### config.mk
export PLATFORM = sky130hd
export DESIGN_NAME = e2p_scale
export DESIGN_NICKNAME = d
export VERILOG_FILES = /design/src/rtl/core/e2p_pkg.sv /design/src/rtl/core/e2p_scale.sv
export SDC_FILE = /design/constraint.sdc
export NUM_CORES = 1
export LEC_CHECK = 0
export ABC_CLOCK_PERIOD_IN_PS = 7100
export BUFFER_PORTS_ARGS = -buffer_cell sky130_fd_sc_hd__buf_2
export CORE_MARGIN = 5
export CORE_UTILIZATION = 55
export DETAILED_ROUTE_END_ITERATION = 10
export PLACE_DENSITY = 0.73
export SLEW_MARGIN = 25
export SYNTH_ARGS = -nofsm -noshare
export SYNTH_HDL_FRONTEND = slang
export SYNTH_SLANG_ARGS = --single-unit
### constraint.sdc
create_clock -name clk -period 7.1 [get_ports clk]
set_input_delay 0.355 -clock clk [delete_from_list [all_inputs] [get_ports clk]]
set_output_delay 0.355 -clock clk [all_outputs]
set_load 0.05 [all_outputs]
### src/rtl/core/e2p_pkg.sv
package e2p_pkg;

	localparam int ANGLE_BITS_DEF    = 20;
	localparam int CORDIC_STAGES_DEF = 20;
	// datapath width of the cordic x/y rails, Q.8 with headroom for gain
	localparam int DATA_W            = 26;
	localparam int GAIN_W            = 30;
	localparam logic [GAIN_W-1:0] INV_GAIN = 30'd652032875;

	typedef enum logic [1:0] {
		VIEW_FRONT = 2'd0,
		VIEW_LEFT  = 2'd1,
		VIEW_RIGHT = 2'd2,
		VIEW_STRIP = 2'd3
	} view_t;

	typedef struct packed {
		view_t view;
		logic  err;
	} ctl_t;

	typedef enum logic [2:0] {
		REG_PANO_W  = 3'd0,
		REG_PANO_H  = 3'd1,
		REG_OUT_W   = 3'd2,
		REG_OUT_H   = 3'd3,
		REG_FOCAL   = 3'd4
	} reg_idx_t;

	// atan(2^-i) in turns, 32 fraction bits
	localparam logic [31:0] ATAN_TURN [32] = '{
		32'h20000000, 32'h12E4051E, 32'h09FB385B, 32'h051111D4,
		32'h028B0D43, 32'h0145D7E1, 32'h00A2F61E, 32'h00517C55,
		32'h0028BE53, 32'h00145F2F, 32'h000A2F98, 32'h000517CC,
		32'h00028BE6, 32'h000145F3, 32'h0000A2FA, 32'h0000517D,
		32'h000028BE, 32'h0000145F, 32'h00000A30, 32'h00000518,
		32'h0000028C, 32'h00000146, 32'h000000A3, 32'h00000051,
		32'h00000029, 32'h00000014, 32'h0000000A, 32'h00000005,
		32'h00000003, 32'h00000001, 32'h00000001, 32'h00000000
	};

	// table entry rounded to ab fraction bits
	function automatic logic [32:0] table_angle(input int i, input int ab);
		logic [63:0] t;
		int          s;
		t = {32'd0, ATAN_TURN[i[4:0]]};
		s = 32 - ab;
		return 33'((t + ((64'd1 << s) >> 1)) >> s);
	endfunction

endpackage

### src/rtl/core/e2p_scale.sv
module e2p_scale #(
	parameter int AB = 20,
	parameter int AW = AB + 2
) (
	input  logic                 clk,
	input  logic                 arst_n,
	input  logic                 en,
	input  logic                 in_valid,
	input  logic signed [AW-1:0] a2,
	input  logic signed [AW-1:0] theta,
	input  logic                 err,
	input  logic        [13:0]   pano_w,
	input  logic        [12:0]   pano_h,
	output logic                 out_valid,
	output logic        [11:0]   src_row,
	output logic        [12:0]   src_col,
	output logic                 range_error
);
	import e2p_pkg::*;

	localparam logic signed [AW-1:0] QUARTER = AW'(1) <<< (AB - 2);

	logic signed [AW-1:0] phi;
	logic [AB+13:0]       hp_s1;
	logic [AB+14:0]       wp_s1;
	logic                 hpos_s1, wpos_s1, err_s1, v_s1;
	logic [AB+13:0]       hv;
	logic [AB+14:0]       wv;
	logic [11:0]          hlim;
	logic [12:0]          wlim;

	assign phi = QUARTER - a2;

	always_ff @(posedge clk or negedge arst_n) begin
		if (!arst_n) begin
			v_s1      <= 1'b0;
			out_valid <= 1'b0;
		end else if (en) begin
			v_s1      <= in_valid;
			out_valid <= v_s1;
		end
	end

	// angle times panorama size
	always_ff @(posedge clk) begin
		if (en) begin
			hp_s1   <= phi[AB:0] * pano_h;
			wp_s1   <= theta[AB:0] * pano_w;
			hpos_s1 <= !phi[AW-1] && (phi != '0);
			wpos_s1 <= !theta[AW-1] && (theta != '0);
			err_s1  <= err;
		end
	end

	always_comb begin
		hv   = hp_s1 >> (AB - 1);
		wv   = wp_s1 >> AB;
		hlim = (pano_h == '0) ? 12'd0 : (pano_h > 13'd4096) ? 12'd4095 : 12'(pano_h - 13'd1);
		wlim = (pano_w == '0) ? 13'd0 : (pano_w > 14'd8192) ? 13'd8191 : 13'(pano_w - 14'd1);
	end

	// truncate, clamp, zero on error or on a non-positive angle
	always_ff @(posedge clk) begin
		if (en) begin
			range_error <= err_s1;
			if (err_s1 || !hpos_s1) begin
				src_row <= '0;
			end else if (hv > (AB+14)'(hlim)) begin
				src_row <= hlim;
			end else begin
				src_row <= hv[11:0];
			end
			if (err_s1 || !wpos_s1) begin
				src_col <= '0;
			end else if (wv > (AB+15)'(wlim)) begin
				src_col <= wlim;
			end else begin
				src_col <= wv[12:0];
			end
		end
	end

endmodule

==> flow_summary.toml <==
[place]
hpwl_mm = 40.8
pre_cts_ws_ns = -0.132
gp_congestion = 0.887
io_buffers = 102

[yosys]
synth.cells.most_frequent = "502 x inv_1, 432 x fa_1, 371 x nand2_1"
netlist_area_um2 = 21200
yosysMostFrequentCell = "inv_1"
synth_top_family_by_area = "adder cells"
synth_fa_ha_area_share_pct = 52.9
ys_ff_latch = 61
synth-main-ff-cell = "edfxtp_1"
synthArstFlopShare_pct = 3.28
synth_xor_xnor_area_share_pct = 2.61
synth_top_area_share_pct = 40.9
synth_warnings = 0
synth_simple_gate_area_share_pct = 19.0
synthMuxAreaShare_pct = 0.296
syn_inst = 2382
ys_seq_area_share_pct = 8.61
synth_edf_count = 59
synth_area_leaders = "fa_1 41%, ha_1 12%, inv_1 8.9%"
syn_avg_cell_area_um2 = 8.88
yosys.area.top_type = "fa_1"
synth_compound_area_share_pct = 5.54
yosys.cell_types.count = 63
syn_nets = 3092

[run]
maxCapViolCount = 0

[layout]
multi_input_area_um2 = 17000
seq_area_um2 = 1820
drive_gt1_share_pct = 8.12
diodes = 0
synthToLayoutAreaGrowth_pct = 6.83
nNetsFinal = 3145
final_util_pct = 59.7
fillerInstances = 3321

[floorplan]
row_count = 71
core_um2 = 37800
die_w_um = 206
dieArea_um2 = 42500
fp.dieH_um = 206
start_util_pct = 55.9
ioPinCount = 103

[sta]
fin_crit_ns = 6.79
setup_ws_ns = 0.311
skew_ns = 0.00796
clock.fmax_mhz = 147
rsz0062_at_grt = "yes"
drv_slew = 0
worstMarginPinSlew_ns = 1.03
final_hold_viol_count = 0
final-setup-viol-count = 0
relSlewSlack_pct = 30.6
fin_crit_sh_pct = 95.6

[worst_setup_path]
slowest_stage = "or4b_1"
critical_path_class = "input pin to flop"
crit_end = "hp_s1[30]"
crit_top_cell = "fa_1"
reg2reg_depth = 7
arrival_ns = 6.88
timing.rr.start = "wp_s1[32]"
startpoint_type = "input pin"
crit_fanout = 5
r2r-end = "src_col[9]"
r2r_slack_ns = 4.00
cp.depth = 25
critPathMaxStageDelay_ns = 0.60
critPathBufInv = 6
required_ns = 7.19
critical-path-top-delay-family = "adder cells"
cp-end-kind = "flop"
cp-startpoint = "a2[5]"

[clock_tree]
post_cts_buffers = 0
cts_tree = "yes"
clkTransAtPathRegs_ns = 0.05
clockRootBuffer = "clkbuf_16"
cts_buffer_depth = 2
htreeDepth = 3
clock_latency_ns = 0.34
numCtsBuffers = 9
cts_sinks = 61

[detailed_routing]
wirelength_mm = 51.0
drc = 0
vias_per_cell = 5.50
drt_iter0_markers = 949
routed.top_layer = "met5"
wire_per_inst_um = 17.3
num_vias = 16212
ant_nets = 0
wl_met2_mm = 26.0
drt-met1-wl_mm = 20.0
dr.pass1.iters = 5
wl_met3_mm = 3.70

[power]
p_seq_share_pct = 9.0
p_leak_uw = 0.0113
report.power.total_uw = 9660
p_sw_uw = 4890
ir_drop_uv = 358
intPower_uw = 4770
power_frac_comb_pct = 86.7
p_sw_share_pct = 50.6
power_frac_clock_pct = 4.3
power.density_nw_per_um2 = 428

[grt]
overflow = 0
grt_max_degree = 62
grt_usage_pct = 25.3
grt_pass1_wl_mm = 86.7
antenna_found_initial = 1
first_global_vias = 17899

[min_path]
min_path_type = "input pin to flop"
min_from = "err"

[outcome]
outcome = "finished clean"
layer usage:
metal  track usage [%]  vias to the layer above
met5                 0                        -
li1                  -                     7356
met1              31.6                     8150
met2              45.6                      592
met3              3.95                      112
met4              7.15                        2
worst min path at each step:
| stage | endpoint | slack [ns] | cells past startpoint |
|---|---|---|---|
| floorplan | out_valid | 0.06 | 0 |
| global placement | out_valid | 0.14 | 1 |
| detailed placement | v_s1 | 0.14 | 1 |
| CTS | err_s1 | 0.18 | 1 |
| global route | err_s1 | 0.19 | 1 |
| finish | err_s1 | 0.20 | 1 |
cell families after synthesis:
group,count (synthesis)
AND/OR/NAND/NOR,808
adder cells (fa/ha/maj),636
buffers and inverters,620
AO/OA/AOI/OAI,188
XOR/XNOR,63
flip-flops,61
multiplexers,6
placed cells by master (no fill, tap or decap), types with 4 or more instances in the layout:
| cell type | Yosys | routed |
|---|---|---|
| a21o_1 | 15 | 15 |
| nor3b_1 | 4 | 4 |
| nor4_1 | 14 | 14 |
| o211ai_1 | 5 | 5 |
| o21bai_1 | 4 | 4 |
| nand2b_1 | 7 | 7 |
| a31oi_1 | 5 | 5 |
| nand3_1 | 16 | 16 |
| or4_1 | 7 | 7 |
| and3_1 | 4 | 4 |
| or2_2 | 9 | 9 |
| o31ai_1 | 11 | 10 |
| nand2_1 | 371 | 371 |
| fa_1 | 432 | 432 |
| nor2b_1 | 14 | 14 |
| nand4_1 | 25 | 25 |
| nand3b_1 | 6 | 6 |
| or3_1 | 5 | 5 |
| xor2_1 | 21 | 21 |
| buf_2 | 0 | 102 |
| o31a_1 | 4 | 4 |
| nor3_1 | 24 | 23 |
| o21a_1 | 7 | 7 |
| mux2i_1 | 4 | 4 |
| and2_1 | 238 | 238 |
| ha_1 | 202 | 202 |
| a211oi_1 | 15 | 14 |
| xnor2_1 | 42 | 40 |
| edfxtp_1 | 59 | 59 |
| nor2_1 | 51 | 51 |
| a21oi_1 | 66 | 66 |
| buf_4 | 0 | 57 |
| clkbuf_16 | 0 | 9 |
| inv_1 | 502 | 502 |
| o21ai_0 | 36 | 36 |
worst reg2reg max path: stages, from the launching register on:
cell and delay (ns):
edfxtp_1 0.40, ha_1 0.32, a2111oi_0 0.70, nand2b_1 0.16, o31ai_2 0.60, buf_4 0.32
mux2i_1 0.26, nor2_1 0.06
repair_timing:
action | CTS | global route
hold buffers | 1 | 0
endpoints found under the hold margin | 2 | 0
gates resized for setup | 0 | 4
setup endpoints to repair | 0 | 7
through the flow:
| step | setup TNS [ns] | area, um2 | instances | hold slack [ns] |
|---|---|---|---|---|
| 6_report | 0 | 22600 | 2949 | 0.196 |
| 5_1_grt | -0.0599 | 22600 | 2949 | 0.192 |
| 4_1_cts | 0 | 22600 | 2949 | 0.183 |
| 3_5_place_dp | -0.367 | 22300 | 2934 | 0.141 |
| 3_3_place_gp | -0.107 | 22300 | 2934 | 0.139 |
| 2_1_floorplan | 0 | 21200 | 2382 | 0.0594 |
state kept, by name, summed over array words and instances, names as in the netlist:
| signal | cells |
|---|---|
| err_s1 | 1 |
| hp_s1 | 15 |
| hpos_s1 | 1 |
| out_valid | 1 |
| range_error | 1 |
| src_col | 13 |
| src_row | 12 |
| v_s1 | 1 |
| wp_s1 | 15 |
| wpos_s1 | 1 |
power groups by stage:
stage	Sequential (uW)	Combinational [uW]	Clock (uW)
after floorplan	916	6210	0
after global placement	874	8000	0
after detailed placement	877	8310	0
after CTS	870	8360	425
after global routing	883	9700	437
final	872	8380	416
area by class of cell:
type / instances / area share (%)
multi-input combinational: 1701 / 75.4
clock inverter: 3 / 0.172
inverter: 502 / 8.34
sequential: 61 / 8.06
tap: 511 / 2.83
timing repair buffer: 160 / 4.20
clock buffer: 11 / 1.03
(Power assumes the default switching activity.)
